## src/rtl/reservoir_latency_percentiles_defines.svh

```systemverilog
// ----------------------------------------------------------------------------
// reservoir latency percentiles - assertion macros
// shared concurrent assertion forms, clocked on clk_i, disabled in reset
// ----------------------------------------------------------------------------
`ifndef RESERVOIR_LATENCY_PERCENTILES_DEFINES_SVH
`define RESERVOIR_LATENCY_PERCENTILES_DEFINES_SVH

// condition holds at every edge
`define RLP_ASSERT_NOW(lbl, cond) \
  lbl: assert property (@(posedge clk_i) disable iff (!rst_ni) (cond)) \
    else $error("rlp invariant violated");

// antecedent implies consequent in the same cycle
`define RLP_ASSERT_IMPL(lbl, ante, cons) \
  lbl: assert property (@(posedge clk_i) disable iff (!rst_ni) (ante) |-> (cons)) \
    else $error("rlp implication violated");

// antecedent implies consequent in the next cycle
`define RLP_ASSERT_NEXT(lbl, ante, cons) \
  lbl: assert property (@(posedge clk_i) disable iff (!rst_ni) (ante) |=> (cons)) \
    else $error("rlp sequence violated");

`endif

```

## src/rtl/rlp_pkg.sv

```systemverilog
// ----------------------------------------------------------------------------
// rlp_pkg
// types, sizes and constants of the latency reservoir
// ----------------------------------------------------------------------------
package rlp_pkg;

  localparam int unsigned SAMPLE_DEPTH = 1024;
  localparam int unsigned ADDR_W       = $clog2(SAMPLE_DEPTH);
  localparam int unsigned KEPT_W       = $clog2(SAMPLE_DEPTH + 1);
  localparam int unsigned DIV_W        = 32 + KEPT_W;
  localparam int unsigned DIV_CNT_W    = $clog2(DIV_W + 1);
  localparam int unsigned PCT_N        = 5;
  localparam int unsigned PIDX_W       = 3;
  localparam int unsigned PERMILLE_W   = 10;
  localparam int unsigned POS_W        = PERMILLE_W + KEPT_W;
  localparam int unsigned DQ_W         = 23;

  localparam logic [30:0] RAND_MODULUS = 31'h7fffffff;
  localparam logic [31:0] SEEN_MAX     = 32'hffffffff;
  localparam logic [31:0] THOUSAND     = 32'd1000;

  // x / 1000 as (x * RCP_A) >> RCP_A_SH, exact for x below about 6.1e6
  localparam int unsigned RCP_A_SH     = 30;
  localparam logic [20:0] RCP_A        = 21'd1073742;
  // x / 125 as (x * RCP_B) >> RCP_B_SH, exact for x below 2^29
  localparam int unsigned RCP_B_SH     = 36;
  localparam logic [29:0] RCP_B        = 30'd549755814;

  localparam logic REQ_ADD    = 1'b0;
  localparam logic REQ_REPORT = 1'b1;

  typedef struct packed {
    logic        req_type;
    logic [31:0] sample_us;
    logic [30:0] random_word;
  } req_t;

  typedef struct packed {
    logic [10:0] count_kept;
    logic [31:0] count_seen;
    logic [31:0] min_us;
    logic [31:0] max_us;
    logic [31:0] mean_us;
    logic [31:0] p50_us;
    logic [31:0] p90_us;
    logic [31:0] p95_us;
    logic [31:0] p99_us;
    logic [31:0] p999_us;
  } res_t;

  typedef struct packed {
    logic             start;
    logic [DIV_W-1:0] dividend;
    logic [31:0]      divisor;
  } div_req_t;

  typedef struct packed {
    logic             done;
    logic [DIV_W-1:0] quotient;
    logic [31:0]      remainder;
  } div_rsp_t;

  typedef enum logic [4:0] {
    S_IDLE,
    S_ADD_ST,
    S_ADD_W,
    S_SRT_RDI,
    S_SRT_LDV,
    S_SRT_RDK,
    S_SRT_CMP,
    S_SRT_PUT,
    S_SUM_RD,
    S_SUM_ACC,
    S_MEAN,
    S_MEAN_W,
    S_P_POS,
    S_P_DIV1,
    S_P_DIV1W,
    S_P_RDLO,
    S_P_RDHI,
    S_P_MUL,
    S_P_DIV2,
    S_P_DIV2W,
    S_P_REM,
    S_P_FIN,
    S_OUT
  } state_e;

  function automatic logic [PERMILLE_W-1:0] permille(input logic [PIDX_W-1:0] idx);
    logic [PERMILLE_W-1:0] val;
    unique case (idx)
      3'd0:    val = 10'd500;
      3'd1:    val = 10'd900;
      3'd2:    val = 10'd950;
      3'd3:    val = 10'd990;
      3'd4:    val = 10'd999;
      default: val = '0;
    endcase
    return val;
  endfunction

endpackage

```

## src/rtl/rlp_div.sv

```systemverilog
// ----------------------------------------------------------------------------
// rlp_div
// restoring divider, one quotient bit per cycle, done pulses at the end
// ----------------------------------------------------------------------------
module rlp_div (
  input  logic              clk_i,
  input  logic              rst_ni,
  input  rlp_pkg::div_req_t req_i,
  output rlp_pkg::div_rsp_t rsp_o
);
  import rlp_pkg::*;

  logic                 run_q, run_d;
  logic                 done_q, done_d;
  logic [DIV_CNT_W-1:0] cnt_q, cnt_d;
  logic [32:0]          rem_q, rem_d;
  logic [DIV_W-1:0]     quo_q, quo_d;
  logic [31:0]          dvs_q, dvs_d;
  logic [32:0]          rem_sh;
  logic                 fits;

  assign rem_sh = {rem_q[31:0], quo_q[DIV_W-1]};
  assign fits   = rem_sh >= {1'b0, dvs_q};

  always_comb begin
    run_d  = run_q;
    done_d = 1'b0;
    cnt_d  = cnt_q;
    rem_d  = rem_q;
    quo_d  = quo_q;
    dvs_d  = dvs_q;
    if (req_i.start) begin
      run_d = 1'b1;
      cnt_d = DIV_CNT_W'(DIV_W);
      rem_d = '0;
      quo_d = req_i.dividend;
      dvs_d = req_i.divisor;
    end else if (run_q) begin
      rem_d = fits ? (rem_sh - {1'b0, dvs_q}) : rem_sh;
      quo_d = {quo_q[DIV_W-2:0], fits};
      cnt_d = cnt_q - 1'b1;
      if (cnt_q == DIV_CNT_W'(1)) begin
        run_d  = 1'b0;
        done_d = 1'b1;
      end
    end
  end

  always_ff @(posedge clk_i or negedge rst_ni) begin
    if (!rst_ni) begin
      run_q  <= 1'b0;
      done_q <= 1'b0;
      cnt_q  <= '0;
    end else begin
      run_q  <= run_d;
      done_q <= done_d;
      cnt_q  <= cnt_d;
    end
  end

  always_ff @(posedge clk_i) begin
    rem_q <= rem_d;
    quo_q <= quo_d;
    dvs_q <= dvs_d;
  end

  assign rsp_o.done      = done_q;
  assign rsp_o.quotient  = quo_q;
  assign rsp_o.remainder = rem_q[31:0];

endmodule

```

## config.mk

```make
export PLATFORM = sky130hd
export DESIGN_NAME = rlp_div
export DESIGN_NICKNAME = d
export VERILOG_FILES = /design/src/rtl/reservoir_latency_percentiles_defines.svh /design/src/rtl/rlp_pkg.sv /design/src/rtl/rlp_div.sv
export SDC_FILE = /design/constraint.sdc
export NUM_CORES = 1
export LEC_CHECK = 0
export BUFFER_PORTS_ARGS = -buffer_cell sky130_fd_sc_hd__buf_2
export CORE_ASPECT_RATIO = 0.9
export CORE_MARGIN = 2
export CORE_UTILIZATION = 52
export CTS_CLUSTER_DIAMETER = 150
export DETAILED_ROUTE_END_ITERATION = 10
export PLACE_DENSITY_LB_ADDON = 0.1
export SLEW_MARGIN = 20
export SYNTH_ARGS = -nofsm -noshare
export SYNTH_HDL_FRONTEND = slang
export SYNTH_SLANG_ARGS = --single-unit
```

## constraint.sdc

```tcl
create_clock -name clk_i -period 3.75 [get_ports clk_i]
set_input_delay 0.1875 -clock clk_i [delete_from_list [all_inputs] [get_ports clk_i]]
set_output_delay 0.1875 -clock clk_i [all_outputs]
set_load 0.03 [all_outputs]
```

Yosys cells after proc, flatten, opt, wreduce, memory -nomap -nowiden

Index checks and enable logic that the tools add are counted.

Add/sub/neg operators: 2
$lt $le $gt $ge: 1
Equal/unequal tests: 1
Mux-type cells: 11
Reduce and logical (&&, ||, !) cells: 1

Operator list:

| cell                | number |
|---|---|
| $mux 43             | 2 |
| $ge 33x32->1        | 1 |
| $mux 32             | 1 |
| $sub 32x32->32      | 1 |
| $mux 6              | 2 |
| $eq 6x1->1 const B  | 1 |
| $mux 1              | 6 |
| $sub 6x1->6 const B | 1 |
| $reduce_bool 2->1   | 1 |

Bits in registers: 115
Input port bits: 78
Output and inout port bits: 76
Logic and storage cells: 22

Longest topological paths before layout

Gate-level depths: netlist (run 1).

Word-level depth: 4
Mapped depth: 13
Depth with buffers taken out: 12

Least setup slack after synthesis (run 1)

No wires, ideal clock.

Kind: register to register
Start: register quo_q[42]
End: register rem_q[28]
Library setup time: 0.119 ns
Data arrival time: 2.859 ns
Required time: 3.631 ns
Setup slack: 0.771 ns
Cell stages (with the launch flop): 13
Path buffers: 0
Period minus slack after synthesis: 2.979 ns
Path through: edfxtp_1 inv_1 ha_1 fa_1 nor2b_1 o31a_1 a221oi_2 o31a_1 o21ai_1 a311o_1 a221oi_1 xor2_1 o21ai_1

Longest elaborated chain between the ends: 2
Elaborated cells between the ends (all ways): 3
Those cells by class: add/sub: 1; order compare: 1; mux: 1

RTL lines:

| item                                           | RTL line                     | RTL |
|---|---|---|
| start, declared                                | rlp_div.sv:17                | `logic [DIV_W-1:0] quo_q, quo_d;` |
| start signal, assigned                         | rlp_div.sv:63                | `quo_q <= quo_d;` |
| $sub 32x32->32 or $ge 33x32->1 (tied branches) | rlp_div.sv:39, rlp_div.sv:23 |  |
| $mux 32 (*)                                    | rlp_div.sv:39                | `rem_d = fits ? (rem_sh - {1'b0, dvs_q}) : rem_sh;` |
| end signal, assigned                           | rlp_div.sv:62                | `rem_q <= rem_d;` |
| end, declared                                  | rlp_div.sv:16                | `logic [32:0] rem_q, rem_d;` |

Every way passes the cells marked *; elsewhere a longest branch is shown, timed or not.
A chain may end at the register's enable or synchronous reset.

Worst setup path after layout (run 1)

Ends and elaborated chain as after synthesis.

==> metrics.cfg, run 1 <==
[critical_path]
crit_type=register to register
arrival_ns=3.42
startpoint_type=register
cp.required_ns=4.05
crit_fanout=4
cp-end-kind=register

[synthesis]
ys_types=63
syn_inst=584
synth_simple_gate_area_share_pct=10.5
synth_seq_area_share_pct=48.3
synth_compound_area_share_pct=13.7
synth-seq-cells=115
synth_edf_count=75
yosys_warnings=0
synth-xor-area-share_pct=4.37
synthAdderAreaFrac_pct=6.95
synth_top_family_by_area=compound AO/OA/AOI/OAI gates
yosysTopAreaCell=edfxtp_1
synth_area_leaders=edfxtp_1, dfxtp_1, mux2_2, ha_1, mux2i_1
syn_area_um2=6410
synthMuxAreaShare_pct=11.5
syn_area_per_cell_um2=11.0
ys.flop_type=edfxtp_1
synthesis.nets=697
async_flop_share_pct=6.96
yosys.area.top_type_share_pct=35.1

[clock_tree]
h-tree-depth=4
holdBufCountCts=33
clock-root-buffer=clkbuf_16
clock_latency_ns=0.41
post_cts_buffers=0
clockBufferDepth=2
cts_sinks=115
cts.clk_slew.worst_paths_ns=0.05
cts_buffers=17
ctsResizeCount=0
cts_tree=done

[timing]
rsz0062_at_grt=no
slew-limit-headroom_pct=61.0
setup_violations=0
period_needed_ns=3.12
finalSetupTns_ns=0
max_freq_ghz=0.320
fin_crit_sh_pct=83.3
hold_violations=0
slew_viol_final=0
worst_pin_slew_ns=0.586
finClkSkew_ns=0.0100

[layout]
multi_input_area_um2=3010
final_nets=883
area.sequential_um2=3090
fill_cells=952
syn_to_final_growth_pct=27.6
drive_gt1_share_pct=30.9
n_antenna_cell=0
finalNonFillerCells=942

[place]
gp_congestion=0.906
port_buffers=153
placed_cells=878
dp_hpwl_um=10800

[die]
num_rows=38
start_util_pct=53.3
die_y_um=109
die_x_um=121
coreArea_um2=12000
die_area_um2=13200
io_pins=154

[routing]
routed_wl_um=14900
dr.pass1.iters=4
via_count=5089
drt_iter0_markers=265
drtAntennaViolNets=0
drc=0
viasPerCell=5.40
wire_per_inst_um=15.9

[run]
maxCapViolCount=0

[power_and_ir_drop]
ir_drop_mv=0.465
powerDensity_nw_per_um2=784
leakagePower_nw=3.85
post-layout-total-power_mw=6.41

[worst_hold_path]
hold_path_class=primary input to register

[global_route]
grt_pass1_wl_um=24400
grt_max_degree=51
track_usage_pct=23.8
grt_pass1_vias=5117
antenna_found_initial=0
overflow=0

[run_status]
status=finished, final reports clean

==> layout by cell type, fill, tap and decap left out, types with 6 or more instances in the layout <==
master / synthesis / final
a211oi_1: 24 / 24
a21o_1: 9 / 9
a21oi_1: 33 / 33
buf_2: 2 / 152
buf_4: 2 / 7
clkbuf_16: 0 / 17
dfrtp_1: 8 / 7
dfxtp_1: 32 / 32
dlygate4sd3_1: 0 / 33
edfxtp_1: 75 / 75
ha_1: 34 / 34
inv_1: 48 / 48
mux2_2: 43 / 43
mux2i_1: 25 / 25
nand2_1: 28 / 28
nand3_1: 6 / 6
nor2_1: 50 / 50
o21ai_0: 19 / 19
o21bai_1: 6 / 6
xnor2_1: 17 / 17
xor2_1: 15 / 15
==> cells in the mapped netlist, types with 9 or more instances <==
library cell,count
edfxtp_1,75
nor2_1,50
inv_1,48
mux2_2,43
ha_1,34
a21oi_1,33
dfxtp_1,32
nand2_1,28
mux2i_1,25
a211oi_1,24
o21ai_0,19
xnor2_1,17
xor2_1,15
clkbuf_1,14
a21o_1,9
==> flip-flops by register name, indices dropped and copies added, names as in the netlist <==
register  flops
quo_q        43
dvs_q        32
cnt_q         6
run_q         1
rem_q        32
done_q        1
==> critical path, cell delays in order, from the launching register on <==
cell	delay [ns]
edfxtp_1	0.40
inv_1	0.08
ha_1	0.18
fa_1	0.22
nor2b_1	0.07
o31a_1	0.30
a221oi_2	0.39
o31a_1	0.26
o21ai_1	0.13
a311o_1	0.42
a221oi_1	0.31
xor2_1	0.19
o21ai_1	0.07
==> power by group <==
| group | internal, mW | total (mW) | switching (mW) |
|---|---|---|---|
| Combinational | 1.21 | 3.03 | 1.81 |
| Sequential | 1.63 | 1.87 | 0.235 |
| Clock | 0.966 | 1.52 | 0.551 |
==> path summary, 6_finish.rpt <==
kind / end / cells after the start / slack [ns] / from
max: rem_q[28]$_SDFFE_PP0P_ / 12 / 0.63 / quo_q[42]$_DFFE_PP_
min: quo_q[8]$_DFFE_PP_ / 2 / 0.08 / req_i[40]
max reg2reg: rem_q[28]$_SDFFE_PP0P_ / 12 / 0.63 / quo_q[42]$_DFFE_PP_
min reg2reg: rem_q[14]$_SDFFE_PP0P_ / 2 / 0.52 / rem_q[14]$_SDFFE_PP0P_
max in group asynchronous: run_q$_DFF_PN0_ / 2 / 3.41 / rst_ni
min in group asynchronous: cnt_q[1]$_DFFE_PN0P_ / 2 / 0.15 / rst_ni
==> layer usage <==
layer	vias to the layer above	share of wire, %	wire length (µm)	GRT usage (%)
met5	-	0	0	0
li1	2526	-	-	-
met4	0	1.7	255	9.88
met1	2372	44	6580	29.0
met2	168	47	7020	38.4
met3	23	7.2	1080	8.97
==> cell families after synthesis <==
logic type      Yosys count
buf+inv                  73
fa+ha+maj                35
compound gates          129
mux                      68
simple gates            132
flops                   115
xor+xnor                 32
==> cell type report <==
cell class	count	share of cell area, %
Timing Repair Buffer	192	14.0
Sequential cell	115	37.8
Clock inverter	10	1.36
Clock buffer	21	5.39
Multi-Input combinational cell	396	36.8
Tap cell	160	2.45
Inverter	48	2.20
==> per-stage QoR <==
step / hold slack [ns] / cell area (µm²) / setup WS, ns / utilization, %
after CTS: 0.0516 / 8180 / 0.632 / 68.0
after global placement: 0.0336 / 7300 / 0.741 / 60.7
after detailed placement: 0.0393 / 7300 / 0.648 / 60.7
final: 0.0755 / 8180 / 0.627 / 68.0
after global routing: 0.0558 / 8180 / 0.358 / 68.0
after floorplan: -0.108 / 6410 / 0.771 / -
(Power assumes the default switching activity.)
==> run 2, diff against run 1 <==
Settings changed: ABC_AREA set to 1.
Clock period 3.75 ns to 3.2 ns, I/O delays scaled along.
==> run 2 against run 1 <==
Against the previous run: hold slack lost 0.064 ns; register-to-register slack gained 0.03 ns; cell count grew 53%; via count grew 38%; sequential power grew 7%; combinational power grew 3%.
==> metrics.cfg, run 2 <==
[timing]
worst_pin_slew_ns=0.680  ; was 0.586 ns
max_freq_ghz=0.394  ; was 0.320 GHz
finalSetupTns_ns=0  ; unchanged
fin_crit_sh_pct=79.3  ; was 83.3%
finClkSkew_ns=0.00585  ; was 0.0100 ns
period_needed_ns=2.54  ; was 3.12 ns
rsz0062_at_grt=no  ; unchanged
slew-limit-headroom_pct=54.7  ; was 61.0%
slew_viol_final=0  ; unchanged
hold_violations=0  ; unchanged
setup_violations=0  ; unchanged

[clock_tree]
clockBufferDepth=2  ; unchanged
cts.clk_slew.worst_paths_ns=0.06  ; was 0.05 ns
clock_latency_ns=0.42  ; was 0.41 ns
clock-root-buffer=clkbuf_16  ; unchanged
cts_buffers=17  ; unchanged
cts_sinks=115  ; unchanged
ctsResizeCount=0  ; unchanged
cts_tree=done  ; unchanged
h-tree-depth=4  ; unchanged

[power_and_ir_drop]
ir_drop_mv=0.481  ; was 0.465 mV
leakagePower_nw=5.15  ; was 3.85 nW
p_switching_mw=2.93  ; was 2.60 mW
powerDensity_nw_per_um2=768  ; was 784 nW/µm²
clockPowerShare_pct=28.7  ; was 23.7%
sequentialPowerShare_pct=27.8  ; was 29.1%
pwr-share-comb_pct=43.5  ; was 47.2%
switching_share_pct=40.7  ; was 40.5%
internal_power_mw=4.26  ; was 3.81 mW

[synthesis]
yosysTopAreaCell=edfxtp_1  ; unchanged
synthesis.nets=1158  ; was 697
yosys_warnings=0  ; unchanged
synth_area_leaders=edfxtp_1, nand2_1, inv_1, dfxtp_1, ha_1  ; was edfxtp_1, dfxtp_1, mux2_2, ha_1, mux2i_1
syn_area_um2=7400  ; was 6410 µm²
synth_edf_count=75  ; unchanged
ys_types=37  ; was 63
async_flop_share_pct=6.96  ; unchanged
yosysMostFrequentCell=nand2_1  ; was edfxtp_1
synth_seq_area_share_pct=41.8  ; was 48.3%
syn_area_per_cell_um2=7.08  ; was 11.0 µm²
netlist_top_cells_count=nand2_1, inv_1, edfxtp_1  ; was edfxtp_1, nor2_1, inv_1
yosys.area.top_type_share_pct=30.4  ; was 35.1%
ys.flop_type=edfxtp_1  ; unchanged
syn_inst=1045  ; was 584
synth-seq-cells=115  ; unchanged

[layout]
drive_gt1_share_pct=17.6  ; was 30.9%
largest_reg_flops=43  ; unchanged
top_regs=quo_q (43), dvs_q (32), rem_q (32)  ; unchanged
n_antenna_cell=0  ; unchanged
syn_to_final_growth_pct=26.5  ; was 27.6%
fill_cells=1223  ; was 952
regMostFlops=quo_q  ; unchanged
final_nets=1352  ; was 883
mostFrequentLayoutCells=nand2_1, inv_1, buf_2, edfxtp_1, nand3_1  ; was buf_2, edfxtp_1, nor2_1, inv_1, mux2_2
multi_input_area_um2=3430  ; was 3010 µm²
stdcell_area_um2=9360  ; was 8180 µm²
final_common_cell=nand2_1  ; was buf_2
area.sequential_um2=3090  ; about the same

[worst_hold_path]
hold_path_class=primary input to register  ; unchanged

[die]
io_pins=154  ; unchanged
start_util_pct=53.0  ; was 53.3%
die_area_um2=15200  ; was 13200 µm²
num_rows=41  ; was 38
coreArea_um2=14000  ; was 12000 µm²
die_y_um=117  ; was 109 µm
die_x_um=130  ; was 121 µm

[critical_path]
crit_fanout=32  ; was 4
startpoint_type=register  ; unchanged
cp.required_ns=3.48  ; was 4.05 ns
crit_type=register to register  ; unchanged
cp-end-kind=register  ; unchanged
arrival_ns=2.82  ; was 3.42 ns

[routing]
route.met3.wl_um=1350  ; was 1080 µm
top_layer=met4  ; unchanged
wl_met1_um=9390  ; was 6580 µm
routed_wl_um=19400  ; was 14900 µm
wire_per_inst_um=13.4  ; was 15.9 µm
drtAntennaViolNets=0  ; unchanged
wl_met2_um=8480  ; was 7020 µm
drt_iter0_markers=515  ; was 265
viasPerCell=4.85  ; was 5.40
dr.pass1.iters=5  ; was 4
drc=0  ; unchanged
via_count=7004  ; was 5089

[run]
maxCapViolCount=0  ; unchanged

[place]
gp_congestion=0.966  ; was 0.906
dp_hpwl_um=14000  ; was 10800 µm
placedInstanceArea_um2=8300  ; was 7300 µm²
port_buffers=153  ; unchanged

[global_route]
overflow=0  ; unchanged
antenna_found_initial=0  ; unchanged
grt_max_degree=61  ; was 51
grt_pass1_vias=6329  ; was 5117
grt_pass1_wl_um=30900  ; was 24400 µm
track_usage_pct=26.1  ; was 23.8%

[run_status]
status=finished, final reports clean  ; unchanged

## run 2: cells by family (layout without fill, tap and decap cells)
family | after synthesis | after routing | synth area share, %
and+or+nand+nor | 610 | 610 | 34.8
AOI/OAI and AO/OA | 51 | 51 | 3.72
DFF | 115 | 115 | 41.8
adders and majority gates | 35 | 35 | 6.02
xor gates and xnor gates | 15 | 15 | 1.78
buffers and inverters | 219 | 426 | 11.9
## run 2: critical path, stage by stage (launching register included)
cell	delay [ns]
edfxtp_1	0.32
inv_1	0.04
ha_1	0.35
nand2_1	0.14
nor2_2	0.17
nand3_1	0.10
nand3_2	0.14
nand2_1	0.08
nand2_1	0.10
nand2_2	0.23
nand2_4	0.43
nand2_1	0.12
nand3_1	0.08
o21ai_0	0.07
## run 2: power groups by stage
stage	registers (mW)	clock network (mW)	logic, mW
floorplan	2.37	0	2.00
global placement	2.02	0	3.03
detailed placement	2.02	0	3.04
CTS	2.00	2.09	3.11
global route	2.03	2.16	3.51
finish	2.00	2.07	3.12
## run 2: layer usage
layer | track usage, % | vias up
li1 | - | 3619
met1 | 37.5 | 3119
met2 | 40.2 | 246
met3 | 6.14 | 20
met4 | 6.45 | 0
met5 | 0 | -
## run 2: timing repair
| item | 4_1_cts | 5_1_grt |
|---|---|---|
| hold buffers | 42 | 0 |
| endpoints found under the setup margin | 0 | 0 |
| endpoints found under the hold margin | 49 | 0 |
| buffers inserted | 0 | 0 |
## run 2: worst paths after layout
kind,from,endpoint,slack [ns],depth (start not counted)
max,dvs_q[7]$_DFFE_PP_,rem_q[1]$_SDFFE_PP0P_,0.66,13
min,req_i[59],quo_q[27]$_DFFE_PP_,0.01,3
max reg2reg,dvs_q[7]$_DFFE_PP_,rem_q[1]$_SDFFE_PP0P_,0.66,13
min reg2reg,rem_q[21]$_SDFFE_PP0P_,rem_q[21]$_SDFFE_PP0P_,0.48,2
max in group asynchronous,rst_ni,cnt_q[2]$_DFFE_PN0P_,2.90,2
min in group asynchronous,rst_ni,done_q$_DFF_PN0_,0.12,2
## run 2: cell type report
cell class	count	share of cell area, %
Timing Repair Buffer	201	13.2
Inverter	193	7.77
Clock inverter	14	2.22
Clock buffer	18	4.58
Tap cell	193	2.58
Multi-Input combinational cell	711	36.7
Sequential cell	115	33.0
## run 2: metrics by stage
stage | utilization, % | power, mW | hold slack [ns] | cells | setup slack (ns)
after floorplan | - | 4.38 | -0.136 | 1045 | 0.836
after global placement | 59.5 | 5.05 | 0.0141 | 1371 | 0.704
after detailed placement | 59.5 | 5.07 | 0.0143 | 1371 | 0.661
after CTS | 67.1 | 7.20 | 0.000347 | 1445 | 0.645
after global routing | 67.1 | 7.70 | 0.00883 | 1445 | 0.378
final | 67.1 | 7.19 | 0.0114 | 1445 | 0.661
==> run 3, diff against run 2 <==
Settings changed: ABC_AREA 1 to 0, CORE_UTILIZATION 52 to 49.
Clock period 3.2 ns to 2.1 ns, I/O delays scaled along.
==> run 3 against run 2 <==
Against the previous run: the run now ends with negative setup slack left; non-clock buffer count increased by 173; total power increased by 110%; via count decreased by 15%; setup slack got worse by 1.4 ns; die area decreased by 7.9%; register-to-register slack got worse by 1.4 ns; sequential cell count unchanged; clock power increased by 40%; sequential share of layout area decreased by 2.3 points; critical endpoint is now rem_q[7]$_SDFFE_PP0P_.
==> metrics.cfg, run 3 (synthesized netlist as in run 1, its figures left out) <==
[run_status]
status=complete, but fails checks  ; was finished, final reports clean
violations=negative setup slack

[timing]
rsz0062_at_grt=yes  ; was no
finalWorstSetupSlack_ns=-0.779  ; was 0.661 ns
fin_crit_sh_pct=137  ; was 79.3%
max_freq_ghz=0.347  ; was 0.394 GHz
slew-limit-headroom_pct=57.0  ; was 54.7%
worst_pin_slew_ns=0.645  ; was 0.680 ns
period_needed_ns=2.88  ; was 2.54 ns
whs_ns=0.0159  ; was 0.0114 ns
slew_viol_final=0  ; unchanged
hold_violations=0  ; unchanged
finClkSkew_ns=0.0133  ; was 0.00585 ns
setup_violations=33  ; was 0
finalSetupTns_ns=-23.34  ; was 0 ns

[critical_path]
path_common_cell=nor3_4  ; was nand2_1
cpMaxStageDelayCell=edfxtp_1  ; was nand2_4
slowest_delay_ns=0.44  ; was 0.43 ns
cp.required_ns=2.37  ; was 3.48 ns
arrival_ns=3.14  ; was 2.82 ns
crit_type=register to register  ; unchanged
crit_path_cell_trace=inv_2 > ha_4 > a211oi_4 > o21bai_2 > nor4_4 > nor3_4 > nor3_4 > nor3_4 > a41oi_4 > buf_12 > buf_12 > buf_6 > mux2i_1 > a211oi_1  ; was inv_1 > ha_1 > nand2_1 > nor2_2 > nand3_1 > nand3_2 > nand2_1 > nand2_1 > nand2_2 > nand2_4 > nand2_1 > nand3_1 > o21ai_0
cp-end-kind=register  ; unchanged
startpoint_type=register  ; unchanged
crit_fanout=6  ; was 32

[clock_tree]
cts_sinks=115  ; unchanged
cts_tree=done  ; unchanged
clock_latency_ns=0.42  ; about the same
clockBufferDepth=2  ; unchanged
h-tree-depth=4  ; unchanged
cts_buffers=17  ; unchanged
cts.clk_slew.worst_paths_ns=0.06  ; about the same
clock-root-buffer=clkbuf_16  ; unchanged

[layout]
regMostFlops=quo_q  ; unchanged
largest_reg_flops=43  ; unchanged
syn_to_final_growth_pct=58.9  ; was 26.5%
final_common_cell=buf_2  ; was nand2_1
stdcell_area_um2=10200  ; was 9360 µm²
n_antenna_cell=0  ; unchanged
drive_gt1_share_pct=47.5  ; was 17.6%
finalNonFillerCells=1129  ; was 1445
mostFrequentLayoutCells=buf_2, buf_4, edfxtp_1, dlygate4sd3_1, nor2_1  ; was nand2_1, inv_1, buf_2, edfxtp_1, nand3_1
top_regs=quo_q (43), dvs_q (32), rem_q (32)  ; unchanged
final_nets=1065  ; was 1352
final_core_util_pct=79.9  ; was 67.1%

[die]
io_pins=154  ; unchanged
die_area_um2=14000  ; was 15200 µm²
coreArea_um2=12700  ; was 14000 µm²
num_rows=39  ; was 41
die_y_um=112  ; was 117 µm
start_util_pct=50.3  ; was 53.0%
die_x_um=125  ; was 130 µm

[worst_hold_path]
hold_path_class=primary input to register  ; unchanged

[run]
maxCapViolCount=0  ; unchanged

[routing]
via_count=5986  ; was 7004
drtAntennaViolNets=0  ; unchanged
wire_per_inst_um=17.4  ; was 13.4 µm
drt_iter0_markers=328  ; was 515
dr.pass1.iters=5  ; unchanged
viasPerCell=5.30  ; was 4.85
drc=0  ; unchanged
routed_wl_um=19600  ; was 19400 µm

[place]
dp_hpwl_um=12000  ; was 14000 µm
placed_cells=1007  ; was 1371
placedInstanceArea_um2=8480  ; was 8300 µm²
gp_congestion=0.917  ; was 0.966
port_buffers=153  ; unchanged
pre_cts_ws_ns=-0.739  ; was 0.661 ns

[power_and_ir_drop]
powerDensity_nw_per_um2=1470  ; was 768 nW/µm²
leakagePower_nw=4.84  ; was 5.15 nW
ir_drop_mv=0.768  ; was 0.481 mV
post-layout-total-power_mw=14.9  ; was 7.19 mW

[global_route]
grt_pass1_wl_um=31200  ; was 30900 µm
grt_max_degree=61  ; unchanged
overflow=0  ; unchanged
grt_pass1_vias=6295  ; was 6329
track_usage_pct=27.9  ; was 26.1%
antenna_found_initial=0  ; unchanged

run 3: cell count changes in the layout (fill, tap and decap cells not counted), moves of 21 or more:
cell,before,now
a211oi_1,0,22
buf_4,6,140
dlygate4sd3_1,42,70
inv_1,185,41
mux2_2,0,42
mux2i_1,0,21
nand2_1,439,27
nand3_1,74,6
run 3: worst paths after layout:
path	from	endpoint	slack, ns	depth (start not counted)
setup / recovery	dvs_q[6]$_DFFE_PP_	rem_q[7]$_SDFFE_PP0P_	-0.78	14
hold / removal	req_i[74]	quo_q[42]$_DFFE_PP_	0.02	2
setup reg to reg	dvs_q[6]$_DFFE_PP_	rem_q[7]$_SDFFE_PP0P_	-0.78	14
hold reg to reg	cnt_q[4]$_DFFE_PN0P_	done_q$_DFF_PN0_	0.51	1
max in group asynchronous	rst_ni	cnt_q[3]$_DFFE_PN0P_	1.85	2
min in group asynchronous	rst_ni	done_q$_DFF_PN0_	0.09	2
run 3: what timing repair did:
item	4_1_cts	5_1_grt
gates resized for setup	35	24
endpoints found under the hold margin	77	0
endpoints found under the setup margin	33	33
buffers inserted	16	5
pin swaps	25	33
gates cloned	2	0
hold buffers	70	0
run 3: layout make-up:
type                            instances  area, µm²
Tap cell                              164        205
Multi-Input combinational cell        396       3360
Inverter                               48        184
Timing Repair Buffer                  374       2720
Clock inverter                         10        136
Clock buffer                           22        444
Sequential cell                       115       3130
Fill cell                             797       2560
run 3: worst max-delay path, delay by kind of cell, from the launching register on:
family	cells	cell delay [ns]
flops	1	0.44
mux	1	0.18
compound gates	4	0.69
fa+ha+maj	1	0.20
buf+inv	4	0.47
simple gates	4	0.73
run 3: where the power goes:
group          total, mW  switching (mW)  internal, mW
clock               2.90            1.04          1.86
combinational       8.72            4.37          4.35
sequential          3.31           0.334          2.98
total               14.9            5.74          9.19
run 3: layer usage:
layer,part of all wire (%),global-route usage (%),up-vias,wire (µm)
met2,50,49.0,204,9900
met5,0,0,-,0
li1,-,-,2887,-
met4,3.1,12.0,0,604
met1,41,32.5,2850,8110
met3,5.2,7.20,45,1020
